`config.mk`:
```
export PLATFORM = sky130hd
export DESIGN_NAME = stereo_audio_level_meter_unit
export DESIGN_NICKNAME = d
export VERILOG_FILES = /design/src/design/salm_pkg.sv /design/src/design/salm_square.sv /design/src/design/salm_isqrt.sv /design/src/design/salm_blend.sv /design/src/design/stereo_audio_level_meter_unit.sv
export SDC_FILE = /design/constraint.sdc
export NUM_CORES = 2
export LEC_CHECK = 0
export BUFFER_PORTS_ARGS = -buffer_cell sky130_fd_sc_hd__buf_4
export CORE_UTILIZATION = 55
export CTS_CLUSTER_SIZE = 30
export DETAILED_ROUTE_END_ITERATION = 8
export GPL_ROUTABILITY_DRIVEN = 0
export HOLD_SLACK_MARGIN = 0.06
export PLACE_DENSITY = 0.76
export SYNTH_ARGS = -nofsm -noshare
export SYNTH_HDL_FRONTEND = slang
export SYNTH_SLANG_ARGS = --single-unit
```
`constraint.sdc`:
```
create_clock -name clock -period 16.6 [get_ports clock]
set_clock_uncertainty 0.15 [all_clocks]
set_input_delay 3.32 -clock clock [delete_from_list [all_inputs] [get_ports clock]]
set_output_delay 3.32 -clock clock [all_outputs]
set_load 0.05 [all_outputs]
```
`src/design/salm_pkg.sv`:
```
// Shared widths, step counts and the unit control struct for the stereo level meter.
// No dependencies; imported by the three arithmetic units and the top level.
`default_nettype none

package salm_pkg;

   localparam int SAMPLE_W    = 16;
   localparam int SQ_W        = 2 * SAMPLE_W;
   localparam int BLOCK_LOG2  = 9;
   localparam int BLOCK_LEN   = 1 << BLOCK_LOG2;
   localparam int POS_W       = BLOCK_LOG2;
   localparam int SUM_W       = SQ_W + BLOCK_LOG2;
   localparam int RAD_W       = SUM_W - BLOCK_LOG2;
   localparam int ROOT_W      = RAD_W / 2;
   localparam int REM_W       = ROOT_W + 3;
   localparam int AVG_W       = 16;
   localparam int WEIGHT_W    = 17;
   localparam int CNT_W       = 32;
   localparam int OUT_CNT_W   = 32;
   localparam int NUM_CNT     = 6;
   localparam int CSR_IDX_W   = 1;
   localparam int CSR_DATA_W  = WEIGHT_W;

   localparam logic [WEIGHT_W-1:0] WEIGHT_ONE   = 17'h10000;
   localparam logic [WEIGHT_W-1:0] WEIGHT_RESET = 17'd3277;

   // serial step counts of the three arithmetic units
   localparam int SQ_STEPS    = SAMPLE_W;
   localparam int ROOT_STEPS  = ROOT_W;
   localparam int BLEND_STEPS = WEIGHT_W;
   localparam int STEP_CNT_W  = 5;

   // CSR register indexes
   typedef enum logic [CSR_IDX_W-1:0] {
      CSR_ENABLE = 1'b0,
      CSR_WEIGHT = 1'b1
   } csr_index_type;

   typedef struct packed {
      logic load;
      logic step;
   } salm_ctl_type;

endpackage

`default_nettype wire

```
`src/design/salm_square.sv`:
```
// Bit-serial squarer: one multiplier bit per cycle while ctl.step is high, shift-add into a split accumulator.
// Depends on salm_pkg.
`default_nettype none

module salm_square (
   input  logic                         clock,
   input  salm_pkg::salm_ctl_type       ctl,
   input  logic [salm_pkg::SAMPLE_W-1:0] operand,
   output logic [salm_pkg::SQ_W-1:0]     product
);
   import salm_pkg::*;

   logic [SAMPLE_W-1:0] mcand_ff,  mcand_in;
   logic [SAMPLE_W-1:0] mplier_ff, mplier_in;
   logic [SAMPLE_W-1:0] hi_ff,     hi_in;
   logic [SAMPLE_W-1:0] lo_ff,     lo_in;
   logic [SAMPLE_W:0]   partial;

   always_comb begin
      mcand_in  = mcand_ff;
      mplier_in = mplier_ff;
      hi_in     = hi_ff;
      lo_in     = lo_ff;
      partial   = {1'b0, hi_ff} + (mplier_ff[0] ? {1'b0, mcand_ff} : '0);
      if (ctl.load) begin
         mcand_in  = operand;
         mplier_in = operand;
         hi_in     = '0;
         lo_in     = '0;
      end else if (ctl.step) begin
         hi_in     = partial[SAMPLE_W:1];
         lo_in     = {partial[0], lo_ff[SAMPLE_W-1:1]};
         mplier_in = mplier_ff >> 1;
      end
   end

   always_ff @(posedge clock) begin
      mcand_ff  <= mcand_in;
      mplier_ff <= mplier_in;
      hi_ff     <= hi_in;
      lo_ff     <= lo_in;
   end

   assign product = {hi_ff, lo_ff};

endmodule

`default_nettype wire

```
`src/design/salm_isqrt.sv`:
```
// Digit-serial floor square root: two radicand bits in, one root bit out per cycle while ctl.step is high.
// Depends on salm_pkg.
`default_nettype none

module salm_isqrt (
   input  logic                        clock,
   input  salm_pkg::salm_ctl_type      ctl,
   input  logic [salm_pkg::RAD_W-1:0]  radicand,
   output logic [salm_pkg::ROOT_W-1:0] root
);
   import salm_pkg::*;

   logic [RAD_W-1:0]  rad_ff,  rad_in;
   logic [REM_W-1:0]  rem_ff,  rem_in;
   logic [ROOT_W-1:0] root_ff, root_in;
   logic [REM_W-1:0]  rem_sh;
   logic [REM_W-1:0]  trial;

   always_comb begin
      rad_in  = rad_ff;
      rem_in  = rem_ff;
      root_in = root_ff;
      rem_sh  = {rem_ff[REM_W-3:0], rad_ff[RAD_W-1 -: 2]};
      trial   = {1'b0, root_ff, 2'b01};
      if (ctl.load) begin
         rad_in  = radicand;
         rem_in  = '0;
         root_in = '0;
      end else if (ctl.step) begin
         rad_in = rad_ff << 2;
         if (rem_sh >= trial) begin
            rem_in  = rem_sh - trial;
            root_in = {root_ff[ROOT_W-2:0], 1'b1};
         end else begin
            rem_in  = rem_sh;
            root_in = {root_ff[ROOT_W-2:0], 1'b0};
         end
      end
   end

   always_ff @(posedge clock) begin
      rad_ff  <= rad_in;
      rem_ff  <= rem_in;
      root_ff <= root_in;
   end

   assign root = root_ff;

endmodule

`default_nettype wire

```
`src/design/salm_blend.sv`:
```
// Serial exponential-average blend: old*(1-w) + rms*w in Q16, one weight bit per cycle while ctl.step is high.
// Depends on salm_pkg.
`default_nettype none

module salm_blend (
   input  logic                          clock,
   input  salm_pkg::salm_ctl_type        ctl,
   input  logic [salm_pkg::AVG_W-1:0]    old_avg,
   input  logic [salm_pkg::ROOT_W-1:0]   blk_rms,
   input  logic [salm_pkg::WEIGHT_W-1:0] weight,
   output logic [salm_pkg::AVG_W-1:0]    new_avg
);
   import salm_pkg::*;

   logic [AVG_W-1:0]        old_ff, old_in;
   logic [ROOT_W-1:0]       rms_ff, rms_in;
   logic [WEIGHT_W-1:0]     w_ff,   w_in;
   logic [WEIGHT_W-1:0]     iw_ff,  iw_in;
   logic [WEIGHT_W-1:0]     hi_ff,  hi_in;
   logic [WEIGHT_W-1:0]     lo_ff,  lo_in;
   logic [WEIGHT_W-1:0]     w_clamp;
   logic [WEIGHT_W-1:0]     addend;
   logic [WEIGHT_W:0]       partial;
   logic [2*WEIGHT_W-1:0]   prod;

   always_comb begin
      old_in  = old_ff;
      rms_in  = rms_ff;
      w_in    = w_ff;
      iw_in   = iw_ff;
      hi_in   = hi_ff;
      lo_in   = lo_ff;
      w_clamp = (weight > WEIGHT_ONE) ? WEIGHT_ONE : weight;
      addend  = (w_ff[0]  ? WEIGHT_W'(rms_ff) : '0)
              + (iw_ff[0] ? WEIGHT_W'(old_ff) : '0);
      partial = {1'b0, hi_ff} + {1'b0, addend};
      if (ctl.load) begin
         old_in = old_avg;
         rms_in = blk_rms;
         w_in   = w_clamp;
         iw_in  = WEIGHT_ONE - w_clamp;
         hi_in  = '0;
         lo_in  = '0;
      end else if (ctl.step) begin
         hi_in = partial[WEIGHT_W:1];
         lo_in = {partial[0], lo_ff[WEIGHT_W-1:1]};
         w_in  = w_ff >> 1;
         iw_in = iw_ff >> 1;
      end
   end

   always_ff @(posedge clock) begin
      old_ff <= old_in;
      rms_ff <= rms_in;
      w_ff   <= w_in;
      iw_ff  <= iw_in;
      hi_ff  <= hi_in;
      lo_ff  <= lo_in;
   end

   // Q16 product, drop the fraction
   assign prod    = {hi_ff, lo_ff};
   assign new_avg = prod[AVG_W+15:16];

endmodule

`default_nettype wire

```
`src/design/stereo_audio_level_meter_unit.sv`:
```
// Stereo level meter top level: sequencer, statistics registers, CSRs, result register.
// Depends on salm_pkg, salm_square, salm_isqrt, salm_blend.
//
// Usage:
//  - req_*: one signed stereo pair per transfer (req_valid high, req_stall low).
//  - rsp_*: one result per request: peaks, saturating counters, averaged RMS and a
//    flag for the pair that closed a block of BLOCK_LEN pairs.
//  - csr_*: register writes (index 0 meter_enable, 1 ema_weight); csr_ready is
//    always high. Write only while no request is in flight.
// Sequence:
//  - A request runs through the bit-serial squarer (ST_SQUARE) and an accumulate
//    state (ST_ACCUM), then ST_EMIT loads the result register and the unit
//    returns to idle, where the next request is taken.
//  - A block-closing pair also passes the digit-serial root (ST_ROOT), the blend
//    load (ST_PREP), the serial blend (ST_BLEND) and ST_WRAP before ST_EMIT.
//  - A pair arriving while meter_enable is 0 skips the arithmetic and goes to ST_EMIT.
//  - req_stall is high while an item is being worked on.
// Reset (synchronous, active high) clears all statistics, restores CSR defaults
// and empties the result register. A stalled result holds; the finished next
// item waits in the emit state until the result register frees up.
`default_nettype none

module stereo_audio_level_meter_unit (
   input  logic                                 clock,
   input  logic                                 reset,
   // request channel
   input  logic                                 req_valid,
   output logic                                 req_stall,
   input  logic signed [salm_pkg::SAMPLE_W-1:0]  req_left_sample,
   input  logic signed [salm_pkg::SAMPLE_W-1:0]  req_right_sample,
   // result channel
   output logic                                 rsp_valid,
   input  logic                                 rsp_stall,
   output logic signed [salm_pkg::SAMPLE_W-1:0]  rsp_peak_left,
   output logic signed [salm_pkg::SAMPLE_W-1:0]  rsp_peak_right,
   output logic [salm_pkg::OUT_CNT_W-1:0]        rsp_clip_count_left,
   output logic [salm_pkg::OUT_CNT_W-1:0]        rsp_clip_count_right,
   output logic [salm_pkg::OUT_CNT_W-1:0]        rsp_zero_cross_left,
   output logic [salm_pkg::OUT_CNT_W-1:0]        rsp_zero_cross_right,
   output logic [salm_pkg::OUT_CNT_W-1:0]        rsp_silent_count,
   output logic [salm_pkg::AVG_W-1:0]            rsp_rms_left,
   output logic [salm_pkg::AVG_W-1:0]            rsp_rms_right,
   output logic [salm_pkg::OUT_CNT_W-1:0]        rsp_pair_count,
   output logic                                 rsp_rms_updated,
   // configuration write channel
   input  logic                                 csr_valid,
   output logic                                 csr_ready,
   input  logic [salm_pkg::CSR_IDX_W-1:0]        csr_index,
   input  logic [salm_pkg::CSR_DATA_W-1:0]       csr_wdata
);
   import salm_pkg::*;

   typedef enum logic [7:0] {
      ST_IDLE   = 8'b0000_0001,
      ST_SQUARE = 8'b0000_0010,
      ST_ACCUM  = 8'b0000_0100,
      ST_ROOT   = 8'b0000_1000,
      ST_PREP   = 8'b0001_0000,
      ST_BLEND  = 8'b0010_0000,
      ST_WRAP   = 8'b0100_0000,
      ST_EMIT   = 8'b1000_0000
   } state_type;

   // event counter slots
   localparam int CNT_CLIP_L = 0;
   localparam int CNT_CLIP_R = 1;
   localparam int CNT_ZC_L   = 2;
   localparam int CNT_ZC_R   = 3;
   localparam int CNT_SILENT = 4;
   localparam int CNT_PAIRS  = 5;

   localparam logic signed [SAMPLE_W-1:0] FULL_POS = 16'sh7FFF;
   localparam logic signed [SAMPLE_W-1:0] FULL_NEG = 16'sh8000;

   function automatic logic [SAMPLE_W-1:0] mag16(input logic signed [SAMPLE_W-1:0] v);
      return v[SAMPLE_W-1] ? SAMPLE_W'(-v) : SAMPLE_W'(v);
   endfunction

   function automatic logic [CNT_W-1:0] sat_inc(input logic [CNT_W-1:0] v);
      return (v == {CNT_W{1'b1}}) ? v : v + CNT_W'(1);
   endfunction

   // control
   state_type                 state_ff, state_in;
   logic [STEP_CNT_W-1:0]     step_ff,  step_in;
   logic                      accept;
   logic                      rsp_load;
   salm_ctl_type              sq_ctl, rt_ctl, bl_ctl;

   // configuration
   logic                      enable_ff;
   logic [WEIGHT_W-1:0]       weight_ff;

   // statistics
   logic signed [SAMPLE_W-1:0] prev_l_ff, prev_l_in, prev_r_ff, prev_r_in;
   logic signed [SAMPLE_W-1:0] peak_l_ff, peak_l_in, peak_r_ff, peak_r_in;
   logic [CNT_W-1:0]          cnt_ff [NUM_CNT];
   logic [CNT_W-1:0]          cnt_in [NUM_CNT];
   logic [SUM_W-1:0]          sum_l_ff, sum_l_in, sum_r_ff, sum_r_in;
   logic [SUM_W-1:0]          sum_l_nx, sum_r_nx;
   logic [POS_W-1:0]          pos_ff, pos_in;
   logic [AVG_W-1:0]          avg_l_ff, avg_l_in, avg_r_ff, avg_r_in;
   logic                      upd_ff, upd_in;

   // datapath between units
   logic [SQ_W-1:0]           sq_l, sq_r;
   logic [RAD_W-1:0]          rad_l, rad_r;
   logic [ROOT_W-1:0]         root_l, root_r;
   logic [AVG_W-1:0]          blend_l, blend_r;

   // result register
   logic                      rsp_valid_ff, rsp_valid_in;
   logic signed [SAMPLE_W-1:0] rsp_peak_l_ff, rsp_peak_r_ff;
   logic [OUT_CNT_W-1:0]      rsp_clip_l_ff, rsp_clip_r_ff, rsp_zc_l_ff, rsp_zc_r_ff;
   logic [OUT_CNT_W-1:0]      rsp_silent_ff, rsp_pairs_ff;
   logic [AVG_W-1:0]          rsp_rms_l_ff, rsp_rms_r_ff;
   logic                      rsp_upd_ff;

   assign req_stall = (state_ff != ST_IDLE);
   assign accept    = req_valid && !req_stall;
   assign csr_ready = 1'b1;

   // ---------------------------------------------------------------------
   // Configuration registers
   // ---------------------------------------------------------------------
   always_ff @(posedge clock) begin
      if (reset) begin
         enable_ff <= 1'b1;
         weight_ff <= WEIGHT_RESET;
      end else if (csr_valid && csr_ready) begin
         unique case (csr_index_type'(csr_index))
            CSR_ENABLE: enable_ff <= csr_wdata[0];
            CSR_WEIGHT: weight_ff <= csr_wdata;
            default:    enable_ff <= enable_ff;
         endcase
      end
   end

   // ---------------------------------------------------------------------
   // Sequencer and statistics update
   // ---------------------------------------------------------------------
   always_comb begin
      state_in  = state_ff;
      step_in   = step_ff;
      prev_l_in = prev_l_ff;
      prev_r_in = prev_r_ff;
      peak_l_in = peak_l_ff;
      peak_r_in = peak_r_ff;
      cnt_in    = cnt_ff;
      sum_l_in  = sum_l_ff;
      sum_r_in  = sum_r_ff;
      pos_in    = pos_ff;
      avg_l_in  = avg_l_ff;
      avg_r_in  = avg_r_ff;
      upd_in    = upd_ff;
      sq_ctl    = '0;
      rt_ctl    = '0;
      bl_ctl    = '0;
      rsp_load  = 1'b0;
      sum_l_nx  = sum_l_ff + SUM_W'(sq_l);
      sum_r_nx  = sum_r_ff + SUM_W'(sq_r);
      // block mean is a plain shift of the updated sum
      rad_l     = sum_l_nx[SUM_W-1:BLOCK_LOG2];
      rad_r     = sum_r_nx[SUM_W-1:BLOCK_LOG2];

      unique case (state_ff)
         ST_IDLE: begin
            if (accept) begin
               upd_in = 1'b0;
               if (enable_ff) begin
                  // peak: strictly greater magnitude, ties keep the older one
                  if (mag16(req_left_sample) > mag16(peak_l_ff))
                     peak_l_in = req_left_sample;
                  if (mag16(req_right_sample) > mag16(peak_r_ff))
                     peak_r_in = req_right_sample;
                  if (req_left_sample == FULL_POS || req_left_sample == FULL_NEG)
                     cnt_in[CNT_CLIP_L] = sat_inc(cnt_ff[CNT_CLIP_L]);
                  if (req_right_sample == FULL_POS || req_right_sample == FULL_NEG)
                     cnt_in[CNT_CLIP_R] = sat_inc(cnt_ff[CNT_CLIP_R]);
                  if (prev_l_ff[SAMPLE_W-1] != req_left_sample[SAMPLE_W-1])
                     cnt_in[CNT_ZC_L] = sat_inc(cnt_ff[CNT_ZC_L]);
                  if (prev_r_ff[SAMPLE_W-1] != req_right_sample[SAMPLE_W-1])
                     cnt_in[CNT_ZC_R] = sat_inc(cnt_ff[CNT_ZC_R]);
                  if (req_left_sample == '0 && req_right_sample == '0)
                     cnt_in[CNT_SILENT] = sat_inc(cnt_ff[CNT_SILENT]);
                  cnt_in[CNT_PAIRS] = sat_inc(cnt_ff[CNT_PAIRS]);
                  prev_l_in = req_left_sample;
                  prev_r_in = req_right_sample;
                  sq_ctl.load = 1'b1;
                  step_in     = '0;
                  state_in    = ST_SQUARE;
               end else begin
                  state_in = ST_EMIT;
               end
            end
         end
         ST_SQUARE: begin
            sq_ctl.step = 1'b1;
            if (step_ff == STEP_CNT_W'(SQ_STEPS - 1)) begin
               step_in  = '0;
               state_in = ST_ACCUM;
            end else begin
               step_in = step_ff + STEP_CNT_W'(1);
            end
         end
         ST_ACCUM: begin
            if (pos_ff == POS_W'(BLOCK_LEN - 1)) begin
               rt_ctl.load = 1'b1;
               sum_l_in    = '0;
               sum_r_in    = '0;
               pos_in      = '0;
               step_in     = '0;
               state_in    = ST_ROOT;
            end else begin
               sum_l_in = sum_l_nx;
               sum_r_in = sum_r_nx;
               pos_in   = pos_ff + POS_W'(1);
               state_in = ST_EMIT;
            end
         end
         ST_ROOT: begin
            rt_ctl.step = 1'b1;
            if (step_ff == STEP_CNT_W'(ROOT_STEPS - 1)) begin
               step_in  = '0;
               state_in = ST_PREP;
            end else begin
               step_in = step_ff + STEP_CNT_W'(1);
            end
         end
         ST_PREP: begin
            bl_ctl.load = 1'b1;
            step_in     = '0;
            state_in    = ST_BLEND;
         end
         ST_BLEND: begin
            bl_ctl.step = 1'b1;
            if (step_ff == STEP_CNT_W'(BLEND_STEPS - 1)) begin
               step_in  = '0;
               state_in = ST_WRAP;
            end else begin
               step_in = step_ff + STEP_CNT_W'(1);
            end
         end
         ST_WRAP: begin
            avg_l_in = blend_l;
            avg_r_in = blend_r;
            upd_in   = 1'b1;
            state_in = ST_EMIT;
         end
         ST_EMIT: begin
            // hold here while the previous result is still stalled
            if (!rsp_valid_ff || !rsp_stall) begin
               rsp_load = 1'b1;
               state_in = ST_IDLE;
            end
         end
         default: begin
            state_in = ST_IDLE;
         end
      endcase
   end

   always_ff @(posedge clock) begin
      if (reset) begin
         state_ff  <= ST_IDLE;
         step_ff   <= '0;
         prev_l_ff <= '0;
         prev_r_ff <= '0;
         peak_l_ff <= '0;
         peak_r_ff <= '0;
         for (int i = 0; i < NUM_CNT; i++) cnt_ff[i] <= '0;
         sum_l_ff  <= '0;
         sum_r_ff  <= '0;
         pos_ff    <= '0;
         avg_l_ff  <= '0;
         avg_r_ff  <= '0;
         upd_ff    <= 1'b0;
      end else begin
         state_ff  <= state_in;
         step_ff   <= step_in;
         prev_l_ff <= prev_l_in;
         prev_r_ff <= prev_r_in;
         peak_l_ff <= peak_l_in;
         peak_r_ff <= peak_r_in;
         cnt_ff    <= cnt_in;
         sum_l_ff  <= sum_l_in;
         sum_r_ff  <= sum_r_in;
         pos_ff    <= pos_in;
         avg_l_ff  <= avg_l_in;
         avg_r_ff  <= avg_r_in;
         upd_ff    <= upd_in;
      end
   end

   // ---------------------------------------------------------------------
   // Serial arithmetic lanes
   // ---------------------------------------------------------------------
   salm_square u_square_l (
      .clock   (clock),
      .ctl     (sq_ctl),
      .operand (mag16(req_left_sample)),
      .product (sq_l)
   );

   salm_square u_square_r (
      .clock   (clock),
      .ctl     (sq_ctl),
      .operand (mag16(req_right_sample)),
      .product (sq_r)
   );

   salm_isqrt u_isqrt_l (
      .clock    (clock),
      .ctl      (rt_ctl),
      .radicand (rad_l),
      .root     (root_l)
   );

   salm_isqrt u_isqrt_r (
      .clock    (clock),
      .ctl      (rt_ctl),
      .radicand (rad_r),
      .root     (root_r)
   );

   salm_blend u_blend_l (
      .clock   (clock),
      .ctl     (bl_ctl),
      .old_avg (avg_l_ff),
      .blk_rms (root_l),
      .weight  (weight_ff),
      .new_avg (blend_l)
   );

   salm_blend u_blend_r (
      .clock   (clock),
      .ctl     (bl_ctl),
      .old_avg (avg_r_ff),
      .blk_rms (root_r),
      .weight  (weight_ff),
      .new_avg (blend_r)
   );

   // ---------------------------------------------------------------------
   // Result register
   // ---------------------------------------------------------------------
   always_comb begin
      if (rsp_load)
         rsp_valid_in = 1'b1;
      else if (!rsp_stall)
         rsp_valid_in = 1'b0;
      else
         rsp_valid_in = rsp_valid_ff;
   end

   always_ff @(posedge clock) begin
      if (reset)
         rsp_valid_ff <= 1'b0;
      else
         rsp_valid_ff <= rsp_valid_in;
   end

   always_ff @(posedge clock) begin
      if (rsp_load) begin
         rsp_peak_l_ff <= peak_l_ff;
         rsp_peak_r_ff <= peak_r_ff;
         rsp_clip_l_ff <= cnt_ff[CNT_CLIP_L][OUT_CNT_W-1:0];
         rsp_clip_r_ff <= cnt_ff[CNT_CLIP_R][OUT_CNT_W-1:0];
         rsp_zc_l_ff   <= cnt_ff[CNT_ZC_L][OUT_CNT_W-1:0];
         rsp_zc_r_ff   <= cnt_ff[CNT_ZC_R][OUT_CNT_W-1:0];
         rsp_silent_ff <= cnt_ff[CNT_SILENT][OUT_CNT_W-1:0];
         rsp_pairs_ff  <= cnt_ff[CNT_PAIRS][OUT_CNT_W-1:0];
         rsp_rms_l_ff  <= avg_l_ff;
         rsp_rms_r_ff  <= avg_r_ff;
         rsp_upd_ff    <= upd_ff;
      end
   end

   assign rsp_valid            = rsp_valid_ff;
   assign rsp_peak_left        = rsp_peak_l_ff;
   assign rsp_peak_right       = rsp_peak_r_ff;
   assign rsp_clip_count_left  = rsp_clip_l_ff;
   assign rsp_clip_count_right = rsp_clip_r_ff;
   assign rsp_zero_cross_left  = rsp_zc_l_ff;
   assign rsp_zero_cross_right = rsp_zc_r_ff;
   assign rsp_silent_count     = rsp_silent_ff;
   assign rsp_rms_left         = rsp_rms_l_ff;
   assign rsp_rms_right        = rsp_rms_r_ff;
   assign rsp_pair_count       = rsp_pairs_ff;
   assign rsp_rms_updated      = rsp_upd_ff;

endmodule

`default_nettype wire

```
==> flow_summary.yaml <==
floorplan:
  rows: 110
  io-pin-count: 315
  dieHeight_um: 303
  core_area_mm2: 0.0899
  die_area_mm2: 0.0918
  start_util_pct: 55.5
  fp.dieW_um: 303
clocking:
  post_cts_buffers: 0
  cts_buffer_depth: 3
  hold_buffers: 0
  cts_buffers: 104
  insertion_delay_ns: 0.71
  post_cts_resized: 0
  cts_tree: "yes"
  cts_root_buf: "clkbuf_16"
  clk_pin_slew_ns: 0.06
  h-tree-depth: 3
  cts_sinks: 1031
timing:
  min_period_ns: 6.73
  relSlewSlack_pct: 26.1
  slew_violations: 0
  fmaxAchievable_mhz: 149
  setup-violations-final: 0
  rsz0062_at_grt: "no"
  finalHoldViolCount: 0
  fin_setup_tns_ns: 0
  worst-slew-pin-transition_ns: 1.11
  fin_crit_sh_pct: 40.5
synth:
  yosysUniqueCellTypes: 89
  syn-num-nets: 5415
  yosysTopAreaCellShare_pct: 29.1
  syn_area_per_cell_um2: 9.77
  synth_edf_count: 483
  syn_area_mm2: 0.0498
  synth_top_area_cell: "edfxtp_1"
  synth-seq-cells: 1031
  synth.top_cells.by_area: "edfxtp_1, dfxtp_1, ha_1, nand2_1, a21oi_1"
  postSynthCellCount: 5101
  seq_area_frac_synth_pct: 51.1
  yosysWarnings: 0
  synthFlopType: "dfxtp_1"
  synthArstFlopShare_pct: 0
worst_setup_path:
  crit_type: "in2reg"
  arrival_ns: 7.15
  path_max_fanout: 16
  endpoint_kind: "flip-flop"
  startpoint_type: "input port"
  cp.required_ns: 17.02
flow_run:
  drv_cap: 0
placement:
  place_hpwl_um: 78700
  io_buffers: 313
cells_and_area:
  seqCellArea_mm2: 0.0255
  syn2layout_area_growth_pct: 14.0
  nets: 5654
  layout_commonest_cell: "nand2_1"
  drive_above_1_share_pct: 10.8
  final_core_util_pct: 63.2
  num_antenna_cells: 0
  fillers: 7121
  final_cell_mix: "nand2_1, dfxtp_1, edfxtp_1, nor2_1"
  multiInputGateArea_mm2: 0.0231
route:
  routed_via_density: 5.73
  vias: 37900
  ant_nets: 0
  wirelength_um: 115000
  dr.pass1.iters: 6
  drc: 0
  wl_per_cell_um: 17.4
  first_iter_violations: 2404
hold_path:
  hp-class: "reg2reg"
power_and_ir_drop:
  leakagePower_nw: 23.3
  p_per_area_mw_per_mm2: 97.1
  peakVddDrop_mv: 0.0978
global_routing:
  grt_start_max_net_pins: 173
  grt.overflow.total: 0
  grt_pass1_wl_um: 185000
  grt_pass1_vias: 36100
  grt_util_all_layers_pct: 24.7
  antenna_found_initial: 0
outcome:
  status: "completed"
-- metal layers --
| metal | GRT usage (%) | vias to the layer above | routed length, um |
|---|---|---|---|
| li1 | - | 18700 | - |
| met5 | 0 | - | 0 |
| met2 | 41.8 | 987 | 55000 |
| met1 | 32.5 | 18000 | 50600 |
| met4 | 8.76 | 0 | 3270 |
| met3 | 3.20 | 175 | 5880 |
-- logic make-up after synthesis --
group                    after synthesis  synth area share, %
AND/OR/NAND/NOR                     1975                 18.7
AO/OA/AOI/OAI                       1048                 13.0
flip-flops                          1031                 51.1
XOR/XNOR                             358                 6.29
buffers and inverters                352                 2.70
adder cells (fa/ha/maj)              259                 6.62
multiplexers                          77                 1.58
other                                  1              0.00752
-- path summary, 6_finish.rpt --
path,startpoint,to,slack [ns],cells past startpoint
worst max-delay path,req_left_sample[2],peak_l_ff[4]$_SDFFE_PP0P_,9.87,16
worst min-delay path,u_isqrt_l.root[15]$_SDFFE_PP0P_,u_blend_l.rms_ff[15]$_DFFE_PN_,0.28,0
worst max register to register,u_blend_l.w_ff[0]$_DFFE_PP_,u_blend_r.hi_ff[15]$_SDFFE_PN0P_,11.31,20
worst min register to register,u_isqrt_l.root[15]$_SDFFE_PP0P_,u_blend_l.rms_ff[15]$_DFFE_PN_,0.28,0
-- registers in the layout, summed over array words and instances (netlist names), 32 cells and up --
name / flops
cnt_ff: 192
sum_l_ff: 41
sum_r_ff: 41
rsp_clip_count_left: 32
rsp_clip_count_right: 32
rsp_pair_count: 32
rsp_silent_count: 32
rsp_zero_cross_left: 32
rsp_zero_cross_right: 32
u_isqrt_l.rad_ff: 32
u_isqrt_r.rad_ff: 32
-- synth_stat cells (9+ instances only) --
| master | count |
|---|---|
| a211oi_1 | 35 |
| a21o_1 | 98 |
| a21oi_1 | 345 |
| a22o_1 | 24 |
| a22oi_1 | 25 |
| a31oi_1 | 39 |
| and2_1 | 122 |
| and3_1 | 72 |
| and4_1 | 22 |
| buf_1 | 22 |
| clkbuf_1 | 183 |
| dfxtp_1 | 548 |
| edfxtp_1 | 483 |
| ha_1 | 251 |
| inv_1 | 134 |
| mux2_2 | 13 |
| mux2i_1 | 63 |
| nand2_1 | 733 |
| nand2b_1 | 30 |
| nand3_1 | 168 |
| nand3b_1 | 16 |
| nand4_1 | 82 |
| nor2_1 | 438 |
| nor2b_1 | 38 |
| nor3_1 | 97 |
| nor3b_1 | 10 |
| nor4_1 | 26 |
| o211ai_1 | 21 |
| o21a_1 | 28 |
| o21ai_0 | 265 |
| o21ai_1 | 11 |
| o21bai_1 | 17 |
| o311ai_0 | 11 |
| o31a_1 | 13 |
| o31ai_1 | 27 |
| o41ai_1 | 9 |
| or2_2 | 20 |
| or3_1 | 55 |
| or4_1 | 21 |
| xnor2_1 | 191 |
| xor2_1 | 167 |
-- cell type report --
| type | count | area share [%] |
|---|---|---|
| clock inverter | 48 | 0.905 |
| sequential | 1031 | 44.8 |
| inverter | 138 | 0.921 |
| timing repair buffer | 347 | 4.64 |
| clock buffer | 150 | 5.47 |
| multi-input combinational | 3718 | 40.6 |
| tap | 1176 | 2.59 |
-- critical path, cell delays in order --
cell     delay [ns]
buf_4          0.14
nor3_1         0.30
nand3_1        0.13
or3_1          0.41
o31a_1         0.28
xor2_1         0.23
ha_1           0.29
a21o_1         0.16
a21o_1         0.18
a21oi_1        0.16
nor2b_1        0.07
o21ai_0        0.17
a21oi_1        0.10
o21ai_2        0.84
mux2i_1        0.30
nor2_1         0.05
-- power by group --
group / total [mW] / switching, mW / internal [mW]
registers: 2.74 / 0.0437 / 2.70
logic: 0.346 / 0.215 / 0.131
clock network: 2.43 / 1.03 / 1.39
total: 5.52 / 1.29 / 4.23
-- stage by stage --
step / std cells / area, um2 / power (mW) / hold slack (ns) / setup slack, ns
final: 6608 / 56800 / 5.52 / 0.275 / 9.87
after global routing: 6608 / 56800 / 5.70 / 0.289 / 9.65
after CTS: 6608 / 56800 / 5.56 / 0.275 / 9.96
after detailed placement: 6410 / 53200 / 3.14 / 0.267 / 9.24
after global placement: 6410 / 53200 / 3.13 / 0.262 / 9.30
after floorplan: 5101 / 49800 / 3.04 / 0.252 / 5.66
Power figures use the tool's default switching activity.
